==> src/sv/cpr_pkg.sv <==
// ----------------------------------------------------------------------------
// cpr_pkg
// shared sizes, codes, crc helper and controller/datapath bundles
// ----------------------------------------------------------------------------
`default_nettype none

package cpr_pkg;

  localparam int NUM_SLOTS  = 8;
  localparam int MAX_PACKET = 512;

  localparam int SLOT_W    = (NUM_SLOTS > 1) ? $clog2(NUM_SLOTS) : 1;
  localparam int CNT_W     = $clog2(MAX_PACKET + 1);
  localparam int MEM_DEPTH = NUM_SLOTS * MAX_PACKET;
  localparam int MEM_AW    = $clog2(MEM_DEPTH);

  // frame kinds
  localparam logic [1:0] CMD_FILL_SHORT = 2'd0;
  localparam logic [1:0] CMD_FILL_LONG  = 2'd1;
  localparam logic [1:0] CMD_PROCESS    = 2'd2;
  localparam logic [1:0] CMD_SHORT_BUF  = 2'd3;

  // result status codes
  localparam logic [2:0] ST_DATA          = 3'd0;
  localparam logic [2:0] ST_CRC_ERR       = 3'd1;
  localparam logic [2:0] ST_NO_SLOT       = 3'd2;
  localparam logic [2:0] ST_NOT_DELIVERED = 3'd3;
  localparam logic [2:0] ST_BAD_MODE      = 3'd4;

  // send modes
  localparam logic [7:0] MODE_SEND  = 8'd1;
  localparam logic [7:0] MODE_LIMIT = 8'd3;

  localparam logic [15:0] CRC_POLY = 16'h1021;

  // one byte of crc-16/xmodem, msb first
  function automatic logic [15:0] crc16_byte(input logic [15:0] crc, input logic [7:0] b);
    logic [15:0] c;
    c = crc ^ {b, 8'h00};
    for (int i = 0; i < 8; i++) begin
      c = c[15] ? ({c[14:0], 1'b0} ^ CRC_POLY) : {c[14:0], 1'b0};
    end
    return c;
  endfunction

  // controller to datapath
  typedef struct packed {
    logic capture;
    logic lookup;
    logic fill_wr;
    logic fill_commit;
    logic rd_clear;
    logic rd_run;
    logic rd_chunk;
    logic slot_free;
    logic out_load;
    logic out_chunk;
  } dp_cmd_t;

  // datapath to controller
  typedef struct packed {
    logic [1:0] cmd;
    logic       found;
    logic       fits;
    logic       short_ok;
    logic       fill_done;
    logic       crc_done;
    logic       deliver;
    logic       chunk_ready;
    logic       last_chunk;
    logic       out_free;
  } dp_stat_t;

endpackage

`default_nettype wire

==> src/sv/cpr_ctrl.sv <==
// ----------------------------------------------------------------------------
// cpr_ctrl
// sequencer for fill, crc check, chunk delivery and single-result frames
// ----------------------------------------------------------------------------
`default_nettype none

module cpr_ctrl import cpr_pkg::*; (
  input  wire logic     clk,
  input  wire logic     rst,
  input  wire logic     in_valid,
  output logic          in_ready,
  input  wire dp_stat_t st,
  output dp_cmd_t       ctl
);

  typedef enum logic [5:0] {
    S_IDLE = 6'b000001,
    S_LOOK = 6'b000010,
    S_FILL = 6'b000100,
    S_CRC  = 6'b001000,
    S_EMIT = 6'b010000,
    S_OUT  = 6'b100000
  } state_t;

  state_t state;
  state_t state_next;

  assign in_ready = (state == S_IDLE);

  // next state and datapath commands
  always_comb begin
    state_next = state;
    ctl        = '0;
    case (state)
      S_IDLE: begin
        if (in_valid) begin
          ctl.capture = 1'b1;
          state_next  = S_LOOK;
        end
      end
      S_LOOK: begin
        ctl.lookup = 1'b1;
        case (st.cmd)
          CMD_FILL_SHORT, CMD_FILL_LONG: begin
            state_next = (st.found && st.fits) ? S_FILL : S_IDLE;
          end
          CMD_PROCESS: begin
            state_next = st.found ? S_CRC : S_OUT;
          end
          CMD_SHORT_BUF: begin
            state_next = st.short_ok ? S_OUT : S_IDLE;
          end
          default: begin
            state_next = S_IDLE;
          end
        endcase
      end
      S_FILL: begin
        if (st.fill_done) begin
          ctl.fill_commit = 1'b1;
          state_next      = S_IDLE;
        end else begin
          ctl.fill_wr = 1'b1;
        end
      end
      S_CRC: begin
        ctl.rd_run = 1'b1;
        if (st.crc_done) begin
          ctl.slot_free = 1'b1;
          if (st.deliver) begin
            ctl.rd_clear = 1'b1;
            state_next   = S_EMIT;
          end else begin
            state_next = S_OUT;
          end
        end
      end
      S_EMIT: begin
        ctl.rd_run   = 1'b1;
        ctl.rd_chunk = 1'b1;
        if (st.chunk_ready && st.out_free) begin
          ctl.out_load  = 1'b1;
          ctl.out_chunk = 1'b1;
          if (st.last_chunk) begin
            state_next = S_IDLE;
          end
        end
      end
      S_OUT: begin
        if (st.out_free) begin
          ctl.out_load = 1'b1;
          state_next   = S_IDLE;
        end
      end
      default: begin
        state_next = S_IDLE;
      end
    endcase
  end

  always_ff @(posedge clk) begin
    if (rst) begin
      state <= S_IDLE;
    end else begin
      state <= state_next;
    end
  end

endmodule

`default_nettype wire

==> config.mk <==
export PLATFORM = sky130hd
export DESIGN_NAME = cpr_ctrl
export DESIGN_NICKNAME = d
export VERILOG_FILES = /design/src/sv/cpr_pkg.sv /design/src/sv/cpr_ctrl.sv
export SDC_FILE = /design/constraint.sdc
export NUM_CORES = 1
export LEC_CHECK = 0
export BUFFER_PORTS_ARGS = -buffer_cell sky130_fd_sc_hd__buf_2
export CORE_AREA = 5 5 42 44
export DETAILED_ROUTE_END_ITERATION = 8
export DIE_AREA = 0 0 47 49
export PLACE_DENSITY = 0.64
export SKIP_LAST_GASP = 1
export SYNTH_ARGS = -nofsm -noshare
export SYNTH_HDL_FRONTEND = slang
export SYNTH_SLANG_ARGS = --single-unit
==> constraint.sdc <==
create_clock -name clk -period 3.2 [get_ports clk]
set_clock_uncertainty 0.15 [all_clocks]
set_input_delay 0.64 -clock clk [delete_from_list [all_inputs] [get_ports clk]]
set_output_delay 0.64 -clock clk [all_outputs]
set_load 0.05 [all_outputs]
==> out/results.ini <==
[hold_path]
min_from = rst
min_to = state[2]$_SDFFE_PP0P_
holdPathStages = 2
hold_path.class = in -> reg

[layout]
largest_register_ffs = 6
layout-drive-gt1-share_pct = 36.0
regMostFlops = state
multi_input_area_um2 = 335
finish.utilization_pct = 45.7
nets = 102
area.sequential_um2 = 120
top_regs = state x6
n_fill_cell = 156
area_growth_pct = 31.3
antenna_cells = 0

[worst_setup_path]
cp_cell_sequence = nor4_4, and3b_1, and2_1, nand2_1, inv_1, buf_2
slowest_stage = dfxtp_1
crit_fanout = 8
startpoint_type = flop
r2r_start = state[1]$_SDFFE_PP0P_
ff2ff_setup_slack_ns = 1.49
worstPathArrival_ns = 1.74
worstReg2RegEnd = state[5]$_SDFFE_PP0P_
ff2ff_path_depth = 5
cpPeakStageDelay_ns = 0.38
critPathKind = reg -> out
end_kind = output pin
worstPathRequired_ns = 2.41

[detailed_routing]
routed_via_density = 5.35
drt_wl_total_um = 1250
wl_per_cell_um = 12.3
vias = 546
drt_first_iter_violations = 6
drcViolationCount = 0
firstDrtPassIters = 4
antenna_left = 0

[clock_network]
cts_resized = 0
cts.htree.levels = 1
numClockSinks = 6
cts_root_buffer = clkbuf_4
cts_tree = built
postCtsHoldBufs = 0
cts_setup_buffers = 0
insertion_delay_ns = 0.25
cts_max_path_buffers = 2
cts_buffers = 3
path_clk_slew_ns = 0.05

[timing]
max_clock_freq_mhz = 395
fin_crit_ns = 2.53
setup_viol = 0
worst_pin_slew_ns = 0.348
layout_setup_ws_ns = 0.670
rsz0062_at_grt = no
setup_tns_ns = 0
hold_viol = 0
slew_headroom_pct = 76.6
period_share_pct = 79.1
final_max_slew_viol_count = 0

[pwr]
ir_drop_uv = 236
p_per_area_nw_per_um2 = 410
p_leak_uw = 0.000331

[synthesis]
synth_top_area_share_pct = 24.6
synth_ff_type = dfxtp_1
yosysSeqAreaShare_pct = 24.6
synth_common_cells = 8 x nor2_1, 6 x dfxtp_1, 6 x inv_1
synthArstFlopShare_pct = 0
synth_nets = 75
synth_seq_cells = 6
synth_cell_type_count = 32
avgSynthCellArea_um2 = 8.00
ys_top_cells_by_area = dfxtp_1 25%, nor2_1 6.2%, inv_1 4.6%, nor4_4 4.4%, and3b_1 3.6%
yosysTopAreaCell = dfxtp_1
yosysWarnings = 0
synth_most_common_cell = nor2_1
synthesis.area_um2 = 488
synth_edf_count = 0
netlist_instances = 61

[outcome]
status = complete, no violations

[global_route]
antenna_found_initial = 0
overflow = 0
grt_pass1_vias = 513
track_usage_pct = 12.6
grt_pass1_wl_um = 2110
grt_start_max_net_pins = 10

[placement]
numPortBuffers = 24
dp_slack_ns = 0.944
hpwl_um = 1010
gp_congestion = 0.790

[floorplan]
start_util_pct = 34.8
die_area_um2 = 2300
core_area_um2 = 1400
io_pins = 25
dieHeight_um = 49
dieWidth_um = 47
fp-row-count = 14

[flow_run]
maxCapViolations = 0

## metal layers
| metal | GRT usage (%) | share of wire (%) |
|---|---|---|
| met5 | 0 | 0 |
| met4 | 7.83 | 2.7 |
| met1 | 17.2 | 46 |
| met3 | 3.32 | 8.5 |
| met2 | 16.7 | 43 |
## worst max-delay path: cells and delay by family (launching register included)
family | cells | cell delay, ns
DFF | 1 | 0.38
and+or+nand+nor | 4 | 0.82
buffers and inverters | 2 | 0.30
## area by class of cell
class,instances,share of cell area (%)
Clock buffer,3,3.52
Sequential cell,6,18.7
Timing Repair Buffer,24,18.7
Multi-Input combinational cell,47,52.3
Tap cell,16,3.13
Inverter,6,3.52
## power breakdown
group | leakage, uW | internal (uW) | total [uW] | switching [uW]
Sequential | 0.0000489 | 80.2 | 93.3 | 13.1
Combinational | 0.000268 | 37.5 | 95.7 | 58.2
Clock | 0.0000138 | 42.7 | 73.5 | 30.8
## layout by cell type (no fill, tap or decap)
cell        n
a21boi_0    1
a21oi_1     2
a22o_1      1
a31oi_1     1
a32o_1      1
a41oi_1     1
and2_1      2
and3b_1     2
and4b_1     1
buf_2      24
clkbuf_4    3
dfxtp_1     6
inv_1       6
mux2i_1     1
nand2_1     4
nand2b_1    1
nand3_1     1
nand3b_1    2
nand3b_2    1
nand4b_1    2
nand4bb_1   1
nor2_1      8
nor2b_1     1
nor3_1      1
nor3b_1     2
nor4_1      2
nor4_2      1
nor4_4      1
o2111ai_2   1
o21ai_1     2
o32ai_1     1
or4_1       1
xnor2_1     1
## through the flow
step	hold WS (ns)	power (uW)	cells	instance area [um^2]
6_report	0.488	262	102	641
5_1_grt	0.502	281	102	641
4_1_cts	0.495	265	102	641
3_5_place_dp	0.498	191	99	618
3_3_place_gp	0.493	191	99	618
2_1_floorplan	0.423	166	61	488
## logic make-up (layout without fill, tap and decap cells)
group	count (synthesis)	after routing	share of synthesized area [%]
multiplexers	1	1	2.05
AND/OR/NAND/NOR	34	34	47.4
AO/OA/AOI/OAI	11	11	17.4
XOR/XNOR	1	1	1.80
buffers and inverters	8	33	6.67
flip-flops	6	6	24.6
## how the worst max path moves through the flow
stage                                from      to  slack [ns]  cells after the start
floorplan           state[3]$_SDFFE_PP0P_  ctl[1]        0.25                      3
global placement    state[1]$_SDFFE_PP0P_  ctl[1]        0.93                      3
detailed placement  state[1]$_SDFFE_PP0P_  ctl[1]        0.94                      3
CTS                 state[1]$_SDFFE_PP0P_  ctl[1]        0.66                      3
global route        state[1]$_SDFFE_PP0P_  ctl[5]        0.55                      6
finish              state[1]$_SDFFE_PP0P_  ctl[5]        0.67                      6
(Power assumes the default switching activity.)
